==> config.mk <==
export PLATFORM = sky130hd
export DESIGN_NAME = dts_ctrl
export DESIGN_NICKNAME = d
export VERILOG_FILES = /design/src/sv/dts_pkg.sv /design/src/sv/dts_ctrl.sv
export SDC_FILE = /design/constraint.sdc
export NUM_CORES = 1
export LEC_CHECK = 0
export BUFFER_PORTS_ARGS = -buffer_cell sky130_fd_sc_hd__buf_2
export CAP_MARGIN = 20
export CORE_AREA = 2 2 39 41
export CTS_CLUSTER_DIAMETER = 200
export CTS_CLUSTER_SIZE = 30
export DETAILED_ROUTE_END_ITERATION = 10
export DIE_AREA = 0 0 41 43
export PLACE_DENSITY_LB_ADDON = 0.12
export SETUP_SLACK_MARGIN = 0.15
export SLEW_MARGIN = 40
export SYNTH_ARGS = -nofsm -noshare
export SYNTH_HDL_FRONTEND = slang
export SYNTH_SLANG_ARGS = --single-unit
==> constraint.sdc <==
create_clock -name clock -period 1.5 [get_ports clock]
set_clock_uncertainty 0.05 [all_clocks]
set_input_delay 0.15 -clock clock [delete_from_list [all_inputs] [get_ports clock]]
set_output_delay 0.15 -clock clock [all_outputs]
set_load 0.01 [all_outputs]
==> src/sv/dts_pkg.sv <==
`default_nettype none
package dts_pkg;

   // Graph size limit and derived widths
   localparam int NODE_LIMIT = 64;
   localparam int NODE_W     = $clog2(NODE_LIMIT);
   localparam int CNT_W      = $clog2(NODE_LIMIT + 1);

   // Fixed field widths
   localparam int EDGE_W = 6;
   localparam int CFG_W  = 7;

   localparam logic [CFG_W-1:0] NODE_COUNT_RESET = 7'd64;

   // Request kinds
   localparam logic REQ_ADD_EDGE = 1'b0;
   localparam logic REQ_SORT     = 1'b1;

   // Adjacency read address select
   localparam logic [1:0] ADJ_SEL_EDGE  = 2'd0;
   localparam logic [1:0] ADJ_SEL_ROOT  = 2'd1;
   localparam logic [1:0] ADJ_SEL_CHILD = 2'd2;
   localparam logic [1:0] ADJ_SEL_STACK = 2'd3;

   typedef struct packed {
      logic       latch_req;
      logic       sort_init;
      logic       edge_wr;
      logic       start_root;
      logic       push;
      logic       pop;
      logic       load_top;
      logic       emit_init;
      logic       emit_rd;
      logic       clear_adj;
      logic [1:0] adj_sel;
   } dts_cmd_type;

   typedef struct packed {
      logic is_sort;
      logic edge_ok;
      logic can_push;
      logic depth_one;
      logic all_visited;
      logic emit_last;
   } dts_stat_type;

   // Index of the lowest set bit, zero when none is set
   function automatic logic [NODE_W-1:0] lowest_set(input logic [NODE_LIMIT-1:0] v);
      logic [NODE_W-1:0] idx;
      idx = '0;
      for (int j = NODE_LIMIT - 1; j >= 0; j--) begin
         if (v[j]) idx = NODE_W'(j);
      end
      return idx;
   endfunction

endpackage
`default_nettype wire

==> src/sv/dts_ctrl.sv <==
`default_nettype none
module dts_ctrl (
   input  wire logic                  clock,
   input  wire logic                  reset,
   input  wire logic                  start,
   input  wire dts_pkg::dts_stat_type stat,
   output dts_pkg::dts_cmd_type       cmd,
   output logic                       busy
);

   localparam logic [2:0] ST_IDLE    = 3'd0;
   localparam logic [2:0] ST_EDGE_RD = 3'd1;
   localparam logic [2:0] ST_EDGE_WR = 3'd2;
   localparam logic [2:0] ST_SCAN    = 3'd3;
   localparam logic [2:0] ST_CHECK   = 3'd4;
   localparam logic [2:0] ST_POP     = 3'd5;
   localparam logic [2:0] ST_EMIT    = 3'd6;
   localparam logic [2:0] ST_DRAIN   = 3'd7;

   logic [2:0] state_ff;
   logic [2:0] state_in;

   always_comb begin
      state_in = state_ff;
      cmd      = '0;
      cmd.adj_sel = dts_pkg::ADJ_SEL_EDGE;
      unique case (state_ff)
         ST_IDLE: begin
            if (start) begin
               cmd.latch_req = 1'b1;
               if (stat.is_sort) begin
                  cmd.sort_init = 1'b1;
                  state_in      = ST_SCAN;
               end else if (stat.edge_ok) begin
                  state_in = ST_EDGE_RD;
               end
            end
         end
         ST_EDGE_RD: begin
            cmd.adj_sel = dts_pkg::ADJ_SEL_EDGE;
            state_in    = ST_EDGE_WR;
         end
         ST_EDGE_WR: begin
            cmd.edge_wr = 1'b1;
            state_in    = ST_IDLE;
         end
         ST_SCAN: begin
            if (stat.all_visited) begin
               cmd.emit_init = 1'b1;
               state_in      = ST_EMIT;
            end else begin
               cmd.start_root = 1'b1;
               cmd.adj_sel    = dts_pkg::ADJ_SEL_ROOT;
               state_in       = ST_CHECK;
            end
         end
         ST_CHECK: begin
            if (stat.can_push) begin
               cmd.push    = 1'b1;
               cmd.adj_sel = dts_pkg::ADJ_SEL_CHILD;
            end else begin
               cmd.pop  = 1'b1;
               state_in = stat.depth_one ? ST_SCAN : ST_POP;
            end
         end
         ST_POP: begin
            cmd.load_top = 1'b1;
            cmd.adj_sel  = dts_pkg::ADJ_SEL_STACK;
            state_in     = ST_CHECK;
         end
         ST_EMIT: begin
            cmd.emit_rd = 1'b1;
            if (stat.emit_last) state_in = ST_DRAIN;
         end
         ST_DRAIN: begin
            cmd.clear_adj = 1'b1;
            state_in      = ST_IDLE;
         end
      endcase
   end

   always_ff @(posedge clock) begin
      if (reset) state_ff <= ST_IDLE;
      else       state_ff <= state_in;
   end

   assign busy = (state_ff != ST_IDLE);

endmodule
`default_nettype wire

==> impl_metrics.ini, run 1 <==
[outcome]
status = finished, final reports clean

[timing]
fin_crit_sh_pct = 92.8
tightestPinTransition_ns = 0.362
timing.fmax_mhz = 719
hold_violations = 0
setup_viol = 0
rsz0062_at_grt = yes
tns_ns = 0
drv_slew = 0
layout_min_cycle_time_ns = 1.39
relSlewSlack_pct = 75.5

[worst_setup_path]
worst-path-max-fanout = 4
rr_startpoint = state_ff[1]
timing.rr.end = state_ff[2]
slowest_stage = dfxtp_2
critPathArrivalTime_ns = 1.19
crit_chain = buf_6 > nor3_4 > and3_1 > buf_2
crit_buf_inv = 2
worstSetupPathType = reg -> out
regToRegSetupSlack_ns = 0.15
cp.required_ns = 1.30
ff2ff_path_depth = 5
cp-start-kind = flip-flop
critPathCaptureType = primary output
crit_path_max_incr_delay_ns = 0.32
cp_top_family = simple AND/OR/NAND/NOR gates

[global_routing]
grt_pass1_wl_mm = 1.39
use_met3_pct = 5.24
busiest_layer = met2
first_global_vias = 331
grt.total_usage_pct = 11.5
globalRoute.totalOverflow = 0
antenna_found_initial = 0
grt_use_met2_pct = 15.9
grt_max_degree = 13
grt_use_met1_pct = 15.3

[floorplan]
pin_count = 22
rows = 14
fp.dieH_microns = 43
start_util_pct = 22.0
coreArea_sq_um = 1380
fp.dieW_microns = 41
dieArea_sq_um = 1760

[yosys]
synth_top_area_share_pct = 19.8
synth_area_per_cell_sq_um = 7.42
syn-num-nets = 50
post-synth-top-area-cell = dfxtp_1
synth_area_leaders = dfxtp_1, and3_1, nand2b_1
ys_types = 22
yosys-top-cells-count = and3_1, nor2_1, dfxtp_1, nand2_1, nand2b_1
ys.warnings.count = 0
synth-seq-cells = 3
synth-edff-count = 0
syn_inst = 41
async_flop_share_pct = 0
syn_area_sq_um = 304
yosys_most_used_dff = dfxtp_1
synth_seq_area_share_pct = 19.8

[routing]
finalWirelength_microns = 914
ant_nets = 0
num_vias = 400
remaining_drc_errors = 0
first_pass_iters = 2
routedWlPerCell_microns = 10.5
routed_via_density = 4.60
drtIter0Drc = 8

[run]
drv_cap = 0

[hold_path]
worstHoldStart = reset
min_path_type = in -> reg
hold_path_depth = 3
worstHoldEndpoint = state_ff[2]

[layout]
layout.nets = 81
largest_reg_flops = 3
multi_input_comb_area_sq_um = 225
regArea_sq_um = 68.8
stdcell_count = 87
areaGrowthSynthToFinish_pct = 74.5
fillers = 166
drive_above_1_share_pct = 56.3
biggestRegsByFlops = state_ff (3)
insertedDiodeCount = 0
regMostFlops = state_ff

[power]
p_leak_nw = 0.276
cellPowerDensity_nw_per_um2 = 887
vdd_ir_drop_max_v = 0.000367

[clocking]
postCtsHoldBufs = 0
numCtsBuffers = 3
htree_levels = 1
clk_pin_slew_ns = 0.04
cts_tree = done
cts.sinks = 3
clk_path_buf_depth = 2
clock_latency_ns = 0.23
root_buffer = clkbuf_4

[placed_design]
dpl.cell_count = 79
io_buffers = 21
routabilityCongestion = 0.751
dpl.hpwl_microns = 674
==> stage by stage <==
step / cell area, sq um / hold WS, ns / setup slack [ns] / total power (W) / utilization [%]
floorplan: 304 / 0.258 / 0.350 / 0.000218 / -
global placement: 433 / 0.370 / 0.179 / 0.000281 / 31.3
detailed placement: 433 / 0.381 / 0.181 / 0.000279 / 31.3
CTS: 505 / 0.117 / 0.0834 / 0.000457 / 36.5
global route: 531 / 0.137 / 0.0523 / 0.000509 / 38.3
finish: 531 / 0.134 / 0.109 / 0.000471 / 38.3
==> timing repair <==
action,4_1_cts,5_1_grt
endpoints found under the setup margin,12,10
pin swaps,4,3
gates resized for setup,7,5
gates cloned,0,0
buffers inserted,3,1
==> report_power, final <==
part / total [W] / switching, W / internal [W]
sequential: 0.000107 / 0.0000144 / 0.0000929
combinational: 0.000220 / 0.0000993 / 0.000120
clock: 0.000144 / 0.0000438 / 0.0000998
total: 0.000471 / 0.000157 / 0.000313
==> worst max-delay path by stage <==
| stage | slack [ns] | cells past startpoint | to | from |
|---|---|---|---|---|
| after detailed placement | 0.18 | 3 | state_ff[1] | state_ff[1] |
| after global routing | 0.05 | 4 | cmd[10] | state_ff[0] |
| after global placement | 0.18 | 4 | cmd[0] | state_ff[2] |
| final | 0.11 | 4 | cmd[10] | state_ff[0] |
| after floorplan | 0.35 | 2 | cmd[6] | state_ff[2] |
| after CTS | 0.08 | 4 | cmd[10] | state_ff[1] |
==> worst min-delay path, cell delays in order <==
cell and delay (ns):
buf_2 0.09, or3_1 0.11, a21oi_2 0.03
==> layer usage <==
layer  part of all wire [%]  up-vias
met5                      0        -
met2                     47       14
met3                    8.9        0
li1                       -      203
met4                      0        0
met1                     44      183
==> cell families (layout without fill, tap and decap cells) <==
logic type / after synthesis / count (layout) / synth area share [%]
AOI/OAI and AO/OA: 7 / 7 / 16.1
buffers and inverters: 5 / 35 / 11.1
and+or+nand+nor: 26 / 26 / 53.1
DFF: 3 / 3 / 19.8
==> cell usage in the layout, fill, tap and decap left out <==
cell       n
nand2b_1   3
nor3_4     1
and2_1     1
clkbuf_1   1
o21a_1     1
and4bb_4   1
nand2_1    3
a211oi_1   1
nor3b_2    1
nor2b_1    2
buf_6      4
dfxtp_4    2
clkbuf_4   3
buf_2     20
and3_1     5
o32a_1     1
o21ai_0    2
dfxtp_2    1
nor3_1     1
inv_1      2
or3_1      1
nor2_1     5
a21oi_2    2
buf_4      5
nor4b_1    2
==> final cells by class <==
type,instances,share of cell area (%)
timing repair buffer,29,34.4
tap,16,3.77
inverter,2,1.42
clock buffer,4,4.95
multi-input combinational,33,42.5
sequential,3,13.0
Power figures use the tool's default switching activity.
==> inputs of run 2 (changes only) <==
Settings changed: CORE_AREA 2 2 39 41 to 5 5 42 44, CTS_CLUSTER_DIAMETER 200 to 120, DIE_AREA 0 0 41 43 to 0 0 47 49.
==> run 2 against run 1 <==
  * Combinational power is 14% higher
  * Design area is 10% higher
  * Global-route usage is 1.4 points lower
  * Count of clock-buffer cells in the layout is the same
  * Highest routed layer is now met4
==> impl_metrics.ini, run 2 (same netlist as run 1, synthesis figures left out) <==
[routing]
routed-wl-met2_microns = 474
routed_via_density = 4.66
wl_met3_microns = 98
ant_nets = 0
num_vias = 419
wl_met1_microns = 413
remaining_drc_errors = 0
drtIter0Drc = 2
first_pass_iters = 4
routedWlPerCell_microns = 11.4
maxUsedRoutingLayer = met4
finalWirelength_mm = 1.03

[timing]
tightestPinTransition_ns = 0.315
layout_min_cycle_time_ns = 1.36
drv_slew = 0
hold_violations = 0
relSlewSlack_pct = 78.8
timing.fmax_mhz = 733
setup_viol = 0
rsz0062_at_grt = yes
tns_ns = 0
fin_crit_sh_pct = 91.0

[worst_setup_path]
worst-path-max-fanout = 4
critPathCaptureType = primary output
ff2ff_path_depth = 4
cp-start-kind = flip-flop
rr_startpoint = state_ff[1]
regToRegSetupSlack_ns = 0.25
timing.rr.end = state_ff[2]
worstSetupPathType = reg -> out
cp.required_ns = 1.30
critPathArrivalTime_ns = 1.16

[layout]
insertedDiodeCount = 0
layout.nets = 84
post-route-util_pct = 41.7
drive_above_1_share_pct = 64.9
final_common_cell = buf_2
regMostFlops = state_ff
areaGrowthSynthToFinish_pct = 92.2
largest_reg_flops = 3
mostFrequentLayoutCells = buf_2, buf_4, nor2_1, and3_1
biggestRegsByFlops = state_ff (3)

[global_routing]
globalRoute.totalOverflow = 0
antenna_found_initial = 0
grt_pass1_wl_mm = 1.63
grt_max_degree = 15
first_global_vias = 389
grt.total_usage_pct = 10.1

[floorplan]
rows = 14
dieArea_sq_um = 2300
start_util_pct = 21.7
coreArea_sq_um = 1400
pin_count = 22
fp.dieH_microns = 49
fp.dieW_microns = 47

[clocking]
clk_path_buf_depth = 2
numCtsBuffers = 3
root_buffer = clkbuf_4
clock_latency_ns = 0.24
postCtsHoldBufs = 0
cts.sinks = 3
clk_pin_slew_ns = 0.04
cts_tree = done
htree_levels = 1

[power]
cellPowerDensity_nw_per_um2 = 873
vdd_ir_drop_max_v = 0.000429
p_leak_nw = 0.299

[hold_path]
hold_path_depth = 3
min_path_type = in -> reg
worstHoldStart = reset
worstHoldEndpoint = state_ff[2]

[placed_design]
dpl.hpwl_microns = 733
io_buffers = 21
routabilityCongestion = 0.736

[outcome]
status = finished, final reports clean

[run]
drv_cap = 0
run 2: repair_timing:
| item | in CTS | in global routing |
|---|---|---|
| gates resized for setup | 9 | 8 |
| setup buffers | 5 | 4 |
| pin swaps | 4 | 3 |
| endpoints found under the setup margin | 13 | 13 |
run 2: worst max path at each step:
stage,start,depth (start not counted),endpoint
2_1_floorplan,state_ff[2],2,cmd[6]
3_3_place_gp,state_ff[1],3,state_ff[0]
3_5_place_dp,state_ff[1],3,state_ff[0]
4_1_cts,state_ff[1],4,cmd[10]
5_1_grt,state_ff[1],5,cmd[0]
6_report,state_ff[1],4,cmd[10]
run 2: final cells by class:
type	count	area (sq um)
fill	161	817
sequential	3	71.3
multi-input combinational	33	258
clock buffer	4	26.3
inverter	2	7.51
tap	16	20.0
timing repair buffer	32	201
run 2: stage by stage:
step / cell area, sq um / hold slack (ns) / setup WS (ns) / total power [W] / cells
3_5_place_dp: 418 / 0.370 / 0.187 / 0.000270 / 77
6_report: 584 / 0.159 / 0.135 / 0.000510 / 90
4_1_cts: 513 / 0.142 / 0.0730 / 0.000482 / 86
3_3_place_gp: 418 / 0.385 / 0.171 / 0.000274 / 77
2_1_floorplan: 304 / 0.258 / 0.350 / 0.000218 / 41
5_1_grt: 584 / 0.176 / 0.0612 / 0.000550 / 90
run 2: worst max-delay path, cell delays in order (launching register included):
cell and delay (ns):
dfxtp_4 0.34, buf_6 0.12, nor3_4 0.16, and3_1 0.18, buf_2 0.12
run 2: report_power, final:
group          total [W]  internal [W]  switching [W]
registers       0.000113     0.0000938      0.0000191
clock network   0.000147      0.000100      0.0000474
logic           0.000250      0.000144       0.000106
total           0.000510      0.000338       0.000172
run 2: routing by layer:
metal,vias to the layer above,GRT usage [%]
met5,-,0
met4,0,11.1
met3,4,2.58
met2,18,13.6
met1,183,11.6
li1,214,-
